[src/hw/rtl/bdlp_pkg.sv]
package bdlp_pkg;

    // Number of buttons served (1 to 8).
    localparam int NUM_BUTTONS = 3;

    // Fixed field widths.
    localparam int ACT_W   = 2;
    localparam int PINS_W  = 3;
    localparam int IDX_W   = 3;
    localparam int FLAG_W  = 3;
    localparam int CNT_W   = 16;
    localparam int TDATA_W = 8;
    localparam int IDX_N   = 2 ** IDX_W;

    // APB
    localparam int APB_AW = 4;
    localparam int APB_DW = 32;

    // Register indexes (byte address = 4 * index)
    localparam logic [1:0] REG_PRESSED_LEVEL = 2'd0;
    localparam logic [1:0] REG_LONG_TICKS    = 2'd1;
    localparam logic [1:0] REG_REPEAT_TICKS  = 2'd2;

    // Register reset values
    localparam logic             PRESSED_LEVEL_RST = 1'b0;
    localparam logic [CNT_W-1:0] LONG_TICKS_RST    = 16'd300;
    localparam logic [CNT_W-1:0] REPEAT_TICKS_RST  = 16'd100;

    // Item action codes; code 3 is unused: it changes no button and answers zero.
    typedef enum logic [ACT_W-1:0] {
        ACT_TICK       = 2'd0,
        ACT_READ_PRESS = 2'd1,
        ACT_READ_LONG  = 2'd2
    } act_t;

    typedef struct packed {
        logic             pressed_level;
        logic [CNT_W-1:0] long_press_ticks;
        logic [CNT_W-1:0] repeat_ticks;
    } cfg_t;

    // Per-button control, already qualified by the input handshake.
    typedef struct packed {
        logic tick;
        logic level;
        logic clr_press;
        logic clr_long;
    } lane_ctrl_t;

    typedef struct packed {
        logic press_pend;
        logic long_pend;
    } lane_stat_t;

endpackage

[src/hw/rtl/bdlp_lane.sv]
module bdlp_lane (
    input  logic                   aclk,
    input  logic                   aresetn,
    input  bdlp_pkg::cfg_t         cfg,
    input  bdlp_pkg::lane_ctrl_t   ctrl,
    output bdlp_pkg::lane_stat_t   stat_cur,
    output bdlp_pkg::lane_stat_t   stat_nxt
);
    import bdlp_pkg::*;

    // Released level after reset.
    localparam logic REL_RST = ~PRESSED_LEVEL_RST;

    // Only the two most recent samples are kept; both must match the new level.
    logic             samp0_reg,  samp0_next;
    logic             samp1_reg,  samp1_next;
    logic             stable_reg, stable_next;
    logic             repeat_reg, repeat_next;
    logic [CNT_W-1:0] count_reg,  count_next;
    logic             press_reg,  press_next;
    logic             longp_reg,  longp_next;

    logic             agree;
    logic             is_press;
    logic [CNT_W-1:0] count_dec;

    assign agree     = (samp0_reg == ctrl.level) && (samp1_reg == ctrl.level);
    assign is_press  = (ctrl.level == cfg.pressed_level);
    assign count_dec = (count_reg == '0) ? '0 : count_reg - CNT_W'(1);

    always_comb begin
        samp0_next  = samp0_reg;
        samp1_next  = samp1_reg;
        stable_next = stable_reg;
        repeat_next = repeat_reg;
        count_next  = count_reg;
        press_next  = press_reg;
        longp_next  = longp_reg;

        if (ctrl.tick) begin
            samp1_next = samp0_reg;
            samp0_next = ctrl.level;
            if (agree) begin
                if (stable_reg != ctrl.level) begin
                    stable_next = ctrl.level;
                    if (is_press) begin
                        if (!repeat_reg) begin
                            press_next = 1'b1;
                            count_next = cfg.long_press_ticks;
                        end else begin
                            count_next = cfg.repeat_ticks;
                        end
                    end else begin
                        repeat_next = 1'b0;
                    end
                end else begin
                    count_next = count_dec;
                    // hold expired: fire and force a release so it re-arms
                    if ((count_dec == '0) && is_press) begin
                        longp_next  = 1'b1;
                        stable_next = ~cfg.pressed_level;
                        repeat_next = 1'b1;
                    end
                end
            end
        end

        if (ctrl.clr_press) begin
            press_next = 1'b0;
        end
        if (ctrl.clr_long) begin
            longp_next = 1'b0;
        end
    end

    always_ff @(posedge aclk) begin
        if (!aresetn) begin
            samp0_reg  <= REL_RST;
            samp1_reg  <= REL_RST;
            stable_reg <= REL_RST;
            repeat_reg <= 1'b0;
            count_reg  <= '0;
            press_reg  <= 1'b0;
            longp_reg  <= 1'b0;
        end else begin
            samp0_reg  <= samp0_next;
            samp1_reg  <= samp1_next;
            stable_reg <= stable_next;
            repeat_reg <= repeat_next;
            count_reg  <= count_next;
            press_reg  <= press_next;
            longp_reg  <= longp_next;
        end
    end

    assign stat_cur.press_pend = press_reg;
    assign stat_cur.long_pend  = longp_reg;
    assign stat_nxt.press_pend = press_next;
    assign stat_nxt.long_pend  = longp_next;

endmodule

[src/hw/rtl/button_debounce_long_press.sv]
// Channel   Dir  Accept on            Payload
// --------  ---  -------------------  ----------------------------------------
// s_axis    in   tvalid & tready      action, pin_levels, button_index
// m_axis    out  tvalid & tready      answer, press_flags, long_flags
// apb       in   psel&penable&pwrite  pressed_level, long_press_ticks,
//                                     repeat_ticks
//
// One item per cycle unless m_axis stalls: every button updates in the cycle
// its item is accepted, and the result shows on m_axis in the next cycle.
// s_axis_tready is high while the result register is empty or being drained;
// a stalled result holds the input off until m_axis_tready rises.
// Reset (aresetn low, synchronous) returns all buttons to released and loads
// register defaults; no clearing pass is needed.
module button_debounce_long_press (
    input  logic                          aclk,
    input  logic                          aresetn,

    // tdata: [1:0] action, [4:2] pin_levels, [7:5] button_index
    input  logic                          s_axis_tvalid,
    output logic                          s_axis_tready,
    input  logic [bdlp_pkg::TDATA_W-1:0]  s_axis_tdata,

    // tdata: [0] answer, [3:1] press_flags, [6:4] long_flags, [7] zero
    output logic                          m_axis_tvalid,
    input  logic                          m_axis_tready,
    output logic [bdlp_pkg::TDATA_W-1:0]  m_axis_tdata,

    input  logic                          psel,
    input  logic                          penable,
    input  logic                          pwrite,
    input  logic [bdlp_pkg::APB_AW-1:0]   paddr,
    input  logic [bdlp_pkg::APB_DW-1:0]   pwdata,
    output logic [bdlp_pkg::APB_DW-1:0]   prdata,
    output logic                          pready
);
    import bdlp_pkg::*;

    // ---------------- configuration registers ----------------
    logic             pressed_level_reg;
    logic [CNT_W-1:0] long_ticks_reg;
    logic [CNT_W-1:0] repeat_ticks_reg;
    logic             cfg_wr;
    logic [1:0]       cfg_sel;
    cfg_t             cfg;

    assign pready  = 1'b1;
    assign cfg_wr  = psel && penable && pwrite && pready;
    assign cfg_sel = paddr[3:2];

    always_ff @(posedge aclk) begin
        if (!aresetn) begin
            pressed_level_reg <= PRESSED_LEVEL_RST;
            long_ticks_reg    <= LONG_TICKS_RST;
            repeat_ticks_reg  <= REPEAT_TICKS_RST;
        end else if (cfg_wr) begin
            case (cfg_sel)
                REG_PRESSED_LEVEL: pressed_level_reg <= pwdata[0];
                REG_LONG_TICKS:    long_ticks_reg    <= pwdata[CNT_W-1:0];
                REG_REPEAT_TICKS:  repeat_ticks_reg  <= pwdata[CNT_W-1:0];
                default: ;
            endcase
        end
    end

    always_comb begin
        case (cfg_sel)
            REG_PRESSED_LEVEL: prdata = {{(APB_DW-1){1'b0}}, pressed_level_reg};
            REG_LONG_TICKS:    prdata = {{(APB_DW-CNT_W){1'b0}}, long_ticks_reg};
            REG_REPEAT_TICKS:  prdata = {{(APB_DW-CNT_W){1'b0}}, repeat_ticks_reg};
            default:           prdata = '0;
        endcase
    end

    assign cfg.pressed_level    = pressed_level_reg;
    assign cfg.long_press_ticks = long_ticks_reg;
    assign cfg.repeat_ticks     = repeat_ticks_reg;

    // ---------------- input item decode ----------------
    logic              s_fire;
    act_t              action;
    logic [PINS_W-1:0] pins;
    logic [IDX_W-1:0]  idx;
    logic [IDX_N-1:0]  pins_pad;
    logic              idx_ok;

    assign s_fire   = s_axis_tvalid && s_axis_tready;
    assign action   = act_t'(s_axis_tdata[ACT_W-1:0]);
    assign pins     = s_axis_tdata[ACT_W +: PINS_W];
    assign idx      = s_axis_tdata[ACT_W+PINS_W +: IDX_W];
    // buttons beyond the pin field see a constant low level
    assign pins_pad = {{(IDX_N-PINS_W){1'b0}}, pins};
    assign idx_ok   = ({1'b0, idx} < (IDX_W+1)'(NUM_BUTTONS));

    // ---------------- per-button lanes ----------------
    lane_stat_t       stat_cur [NUM_BUTTONS];
    lane_stat_t       stat_nxt [NUM_BUTTONS];
    logic [IDX_N-1:0] press_cur, long_cur;
    logic [IDX_N-1:0] press_nxt, long_nxt;

    for (genvar b = 0; b < NUM_BUTTONS; b++) begin : g_lane
        lane_ctrl_t ctrl;

        assign ctrl.tick      = s_fire && (action == ACT_TICK);
        assign ctrl.level     = pins_pad[b];
        assign ctrl.clr_press = s_fire && (action == ACT_READ_PRESS) && (idx == IDX_W'(b));
        assign ctrl.clr_long  = s_fire && (action == ACT_READ_LONG) && (idx == IDX_W'(b));

        bdlp_lane u_lane (
            .aclk     (aclk),
            .aresetn  (aresetn),
            .cfg      (cfg),
            .ctrl     (ctrl),
            .stat_cur (stat_cur[b]),
            .stat_nxt (stat_nxt[b])
        );
    end

    always_comb begin
        press_cur = '0;
        long_cur  = '0;
        press_nxt = '0;
        long_nxt  = '0;
        for (int b = 0; b < NUM_BUTTONS; b++) begin
            press_cur[b] = stat_cur[b].press_pend;
            long_cur[b]  = stat_cur[b].long_pend;
            press_nxt[b] = stat_nxt[b].press_pend;
            long_nxt[b]  = stat_nxt[b].long_pend;
        end
    end

    // answer is the flag before the read clears it
    logic answer;

    always_comb begin
        case (action)
            ACT_READ_PRESS: answer = idx_ok && press_cur[idx];
            ACT_READ_LONG:  answer = idx_ok && long_cur[idx];
            default:        answer = 1'b0;
        endcase
    end

    // ---------------- result register ----------------
    logic               m_valid_reg;
    logic [TDATA_W-1:0] m_data_reg;

    assign s_axis_tready = !m_valid_reg || m_axis_tready;

    always_ff @(posedge aclk) begin
        if (!aresetn) begin
            m_valid_reg <= 1'b0;
        end else if (s_axis_tready) begin
            m_valid_reg <= s_axis_tvalid;
        end
    end

    always_ff @(posedge aclk) begin
        if (s_fire) begin
            m_data_reg <= {1'b0, long_nxt[FLAG_W-1:0], press_nxt[FLAG_W-1:0], answer};
        end
    end

    assign m_axis_tvalid = m_valid_reg;
    assign m_axis_tdata  = m_data_reg;

endmodule

[config.mk]
export PLATFORM = sky130hd
export DESIGN_NAME = button_debounce_long_press
export DESIGN_NICKNAME = d
export VERILOG_FILES = /design/src/hw/rtl/bdlp_pkg.sv /design/src/hw/rtl/bdlp_lane.sv /design/src/hw/rtl/button_debounce_long_press.sv
export SDC_FILE = /design/constraint.sdc
export NUM_CORES = 1
export LEC_CHECK = 0
export BUFFER_PORTS_ARGS = -buffer_cell sky130_fd_sc_hd__buf_2
export CAP_MARGIN = 20
export CELL_PAD_IN_SITES_DETAIL_PLACEMENT = 0
export CELL_PAD_IN_SITES_GLOBAL_PLACEMENT = 1
export CORE_MARGIN = 2
export CORE_UTILIZATION = 40
export DETAILED_ROUTE_END_ITERATION = 12
export GPL_TIMING_DRIVEN = 0
export MAX_ROUTING_LAYER = met4
export PLACE_DENSITY_LB_ADDON = 0.1
export SKIP_CTS_REPAIR_TIMING = 1
export SYNTH_ARGS = -nofsm -noshare
export SYNTH_HDL_FRONTEND = slang
export SYNTH_SLANG_ARGS = --single-unit
[constraint.sdc]
create_clock -name aclk -period 3.7 [get_ports aclk]
set_input_delay 0.74 -clock aclk [delete_from_list [all_inputs] [get_ports aclk]]
set_output_delay 0.74 -clock aclk [all_outputs]
set_load 0.005 [all_outputs]
After elaboration in Yosys (flattened, before gate mapping)
Index checks and enable logic that the tools add are counted.
- flip-flop bits (word level): 107
- latch bits: 0
- memory bits (writable): 0
- bits in read-only memories: 0
- output and inout bits: 43
- word-level logic and storage cells: 168
- memories kept: 0
- $add $sub $neg: 3
- $mul: 0
- divide/modulo/power cells: 0
- order comparisons: 2
- equal/unequal tests: 24
- shift operators: 0
- mux-type cells: 66
- bitwise operators: 1
- reductions and logical operators: 46
- operators with widths (cell ; count):
    $mux 16 ; 12
    $logic_not 16->1 ; 6
    $mux 1 ; 50
    $pmux 16 s3 ; 1
    $sub 16x1->16 const B ; 3
    $logic_and 1x1->1 ; 20
    $reduce_and 3->1 ; 6
    $reduce_and 4->1 ; 3
    $eq 1x1->1 ; 9
    $bmux 1 s3 ; 2
    $ne 2x1->1 const B ; 3
    $ne 2x2->1 const B ; 3
    $reduce_and 2->1 ; 3
    $reduce_bool 2->1 ; 3
    $eq 2x1->1 const B ; 2
    $eq 2x2->1 const B ; 2
    $logic_not 2->1 ; 2
    $lt 3x4->1 const B ; 1
    $eq 3x1->1 const B ; 1
    $eq 3x2->1 const B ; 1
    $logic_not 3->1 ; 1
    $lt 3x2->1 const B ; 1
    $ne 1x1->1 ; 3
    $pmux 1 s2 ; 1
    3 further kinds ; 3

Longest topological paths before layout
- depth in word-level cells: 9
- mapped depth: 11
- gate-level depth less buffers: 9

Modules after synthesis
Synthesis repeated with hierarchy kept, for this count alone.
- cells, all modules: 972
- area total of the unflattened synthesis: 7851.3 µm²
- modules (own cells, without submodules) (module ; times used ; cells an instance ; area an instance (µm²)):
    bdlp_lane ; 3 ; 252 ; 1916.8
    button_debounce_long_press ; 1 ; 216 ; 2100.8

Worst setup path before layout
No wires, ideal clock.
- path kind: flip-flop to flip-flop
- start point: reg g_lane[2].u_lane.count_reg[0]
- end point: reg g_lane[2].u_lane.stable_reg
- arrival: 2.916 ns
- slack: 0.668 ns
- stages on the path, launching flop included: 11
- cells stage by stage: dfxtp_1 -> inv_1 -> ha_1 -> or4b_4 -> buf_6 -> nor4_1 -> mux2_2 -> or4_4 -> nor4_4 -> o21ai_1 -> a31o_1
- word-level cells in the longest chain between the ends: 6
- RTL lines (what ; line ; text):
    start: declaration ; bdlp_lane.sv:19 ; logic [CNT_W-1:0] count_reg, count_next;
    start signal: assignment ; bdlp_lane.sv:90 ; count_reg <= count_next;
    $sub 16x1->16 / $logic_not 16->1 (equally long branches) ; bdlp_lane.sv:29 ; assign count_dec = (count_reg == '0) ? '0 : count_reg - CNT_W'(1);
    $mux 16 (*) ; bdlp_lane.sv:29 ;
    $logic_not 16->1 (*) ; bdlp_lane.sv:59 ; if ((count_dec == '0) && is_press) begin
    $logic_and 1x1->1 (*) ; bdlp_lane.sv:59 ;
    $reduce_bool 2->1 (no line) (*) ; n/a ;
    $reduce_and 3->1 (no line) (*) ; n/a ;
    end signal: assignment ; bdlp_lane.sv:88 ; stable_reg <= stable_next;
    end: declaration ; bdlp_lane.sv:17 ; logic stable_reg, stable_next;
Mark *: on every way between the ends. The rest lies on a longest branch, timed or not.
A chain may end at the register's enable or synchronous reset.

Worst setup path in the final report
- start point: in m_axis_tready
- end point: reg g_lane[2].u_lane.count_reg[9]
- word-level cells in the longest chain between the ends: 4
- RTL lines (what ; line ; text):
    start: declaration ; button_debounce_long_press.sv:25 ; input logic m_axis_tready,
    $logic_or 1x1->1 ; button_debounce_long_press.sv:146 ; assign s_axis_tready = !m_valid_reg || m_axis_tready;
    $logic_and 1x1->1 ; button_debounce_long_press.sv:86 ; assign s_fire = s_axis_tvalid && s_axis_tready;
    via s_fire ; button_debounce_long_press.sv:79 ; logic s_fire;
    $logic_and 1x1->1 ; button_debounce_long_press.sv:103 ; assign ctrl.tick = s_fire && (action == ACT_TICK);
    $reduce_and 3->1 (no line) ; n/a ;
The timed path passes the listed nets, and every way through them passes these cells.

==> out/summary.txt <==
Status: complete, no violations
Initial Utilization: 41.08%
CTS H-tree lvls: 3
Dpl hpwl: 17320 µm
Top post-synthesis cells by count: nand2_1 (104), dfxtp_1 (100), nor2_1 (79)
Sink of the worst hold path: g_lane[1].u_lane.count_reg[8]
Syn Inst Count: 871
Initial DRC count: 568
Reg-to-reg slack, setup: 0.37 ns
VDD IR-drop max: 0.2686 mV
Clk buf depth: 2
Critical path type: in2reg
Grt ovf: 0
Largest net degree at the start of global routing: 20
Tmin final: 3.366 ns
Setup_tns: 0 ns
Critical path startpoint category: input port
Final Hold Vio Count: 0
F_max: 297.1 MHz
Placed cell areas: 7471 µm²
Syn Std Cell Area: 6860 µm²
Via count: 6842
Worst Hold Depth: 2
GP Congestion: 0.9314
Layout cells sized above 1: 12.51%
Clock slew seen by the registers of the worst setup and hold paths: 0.08 ns
Port Buffers: 55
Post-synth EDFFs: 7
First-pass GRT wire length: 36120 µm
Worst Path Required: 3.94 ns
Max_cap viols: 0
Final period utilization: 90.96%
Yosys top cell by area: dfxtp_1
Slew @ Worst Pin: 1.010 ns
RSZ-0062 raised after global routing: no
Dpl cells: 1162
Distinct cells, synth: 69
Place WS: 0.03060 ns
Synthesized area per cell: 7.876 µm²
Reg2Reg Depth: 10
Design Area, Final: 7767 µm²
Clk_lat worst skew: 0.36 ns
Hold WC Path Type: reg2reg
CTS Buf Count: 9
DIE AREA: 18210 µm²
WL final: 23580 µm
Total GRT Usage: 26.56%
Post-synth ARST share: 0%
Setup ws final: 0.3344 ns
Crit-path max FO: 15
Top Ports: 94
Max Clock Skew: 0.009343 ns
Final setup fails: 0
Number of antenna-violating nets in the routed design: 0
PwrDens: 339.6 nW/µm²
Top FF cell, synth: dfxtp_1
Worst Setup End Kind: register
Largest register FFs: 48
CTS root buf: clkbuf_16
Antenna violations before repair: 0
DR DRC count: 0
R2r endpoint: g_lane[2].u_lane.stable_reg
Normalized max-slew margin: 32.07%
Warnings from Yosys: 0
Non-Filler Instances: 1179
Layout net count: 1011
Die Wd: 135.0 µm
Register area share after synthesis: 32.25%
DIE HEIGHT: 135.0 µm
WP data arrival: 3.60 ns
CTS tree: done
Pins Over Slew Limit: 0
Area grow syn2layout: 13.22%
Leak: 2.927 nW
Vias/cell: 5.803
Min-delay src: g_lane[1].u_lane.count_reg[8]
Antenna Diode Count: 0
CTS Sinks: 107
Post-synthesis register bit count: 107
Synth area leaders: dfxtp_1 (29%), mux2i_1 (8.9%), nand2_1 (5.7%), nor2_1 (4.3%), a21oi_1 (3.9%)
Yosys top cell area share: 29.18%
Most numerous cell in the Yosys netlist: nand2_1
Worst r2r src: g_lane[2].u_lane.count_reg[0]
Core Region: 16700 µm²
Drt pass-1 iters: 5
Rows: 47
Vias in the first global route: 6208
Post-DR wirelength/cell: 20.00 µm
## where the power goes
| part | switching, mW | total (mW) | internal, mW |
|---|---|---|---|
| registers | 0.0280 | 1.21 | 1.18 |
| logic | 0.282 | 0.458 | 0.176 |
| clock network | 0.499 | 0.968 | 0.469 |
| total | 0.809 | 2.64 | 1.83 |
## worst max-delay path, cell delays in order
cell,delay [ns]
buf_2,0.07
nand2b_1,0.08
clkbuf_1,0.23
and2_1,0.18
buf_4,0.21
nand2_1,0.26
a21oi_1,0.74
clkbuf_1,0.62
o21ai_0,0.21
a22oi_1,0.19
nor2_1,0.05
## worst max-delay path by stage
stage                                        startpoint                        endpoint  slack [ns]  cells after the start
after CTS                 g_lane[1].u_lane.count_reg[0]   g_lane[1].u_lane.count_reg[4]        0.30                     11
after floorplan           g_lane[2].u_lane.count_reg[0]     g_lane[2].u_lane.stable_reg        0.67                     10
after global placement                    m_axis_tready  g_lane[0].u_lane.count_reg[13]        0.01                     11
after global routing                      m_axis_tready   g_lane[2].u_lane.count_reg[9]        0.06                     11
after detailed placement                  m_axis_tready   g_lane[2].u_lane.count_reg[9]        0.03                     11
final                                     m_axis_tready   g_lane[2].u_lane.count_reg[9]        0.33                     11
## area by class of cell
class | count | area [µm²]
clock buffer | 9 | 225.2
multi-input combinational | 679 | 4239
clock inverter | 7 | 60.06
buffer | 81 | 400.4
timing repair buffer | 56 | 280.3
fill | 1747 | 8934
tap | 220 | 275.3
inverter | 20 | 75.07
sequential | 107 | 2212
## routing by layer
| layer | track usage (%) | wire length (µm) | vias up |
|---|---|---|---|
| li1 | - | - | 3349 |
| met5 | - | 0 | - |
| met2 | 41.46 | 10630 | 224 |
| met3 | 4.167 | 1468 | 33 |
| met1 | 36.10 | 11100 | 3236 |
| met4 | 6.655 | 378 | 0 |
## cells by family (layout without fill, tap and decap cells)
| family | count (synthesis) | count (layout) | synth area share, % |
|---|---|---|---|
| simple gates | 347 | 347 | 25.73 |
| compound gates | 224 | 224 | 21.78 |
| flops | 107 | 107 | 32.25 |
| buf+inv | 101 | 173 | 6.930 |
| mux | 64 | 64 | 9.557 |
| xor+xnor | 20 | 20 | 2.553 |
| fa+ha+maj | 6 | 6 | 1.094 |
| other cells | 2 | 18 | 0.1095 |
## placed cells by master, fill, tap and decap left out, types with 12 or more instances in the layout
cell,n
a211oi_1,18
a21oi_1,54
a22o_1,15
a22oi_1,19
buf_2,58
buf_4,21
clkbuf_1,53
conb_1,18
dfxtp_1,100
inv_1,19
mux2i_1,61
nand2_1,104
nand3_1,28
nor2_1,79
nor2b_1,16
nor3_1,25
nor4_1,19
o21ai_0,48
xor2_1,12
## metrics by stage
stage	power (mW)	utilization, %	hold WS (ns)
final	2.638	46.51	0.4945
after global placement	1.691	44.73	0.4692
after floorplan	1.549	-	0.4523
after CTS	2.643	46.44	0.4906
after global routing	2.742	46.51	0.5229
after detailed placement	1.687	44.73	0.4799
Power figures use the tool's default switching activity.
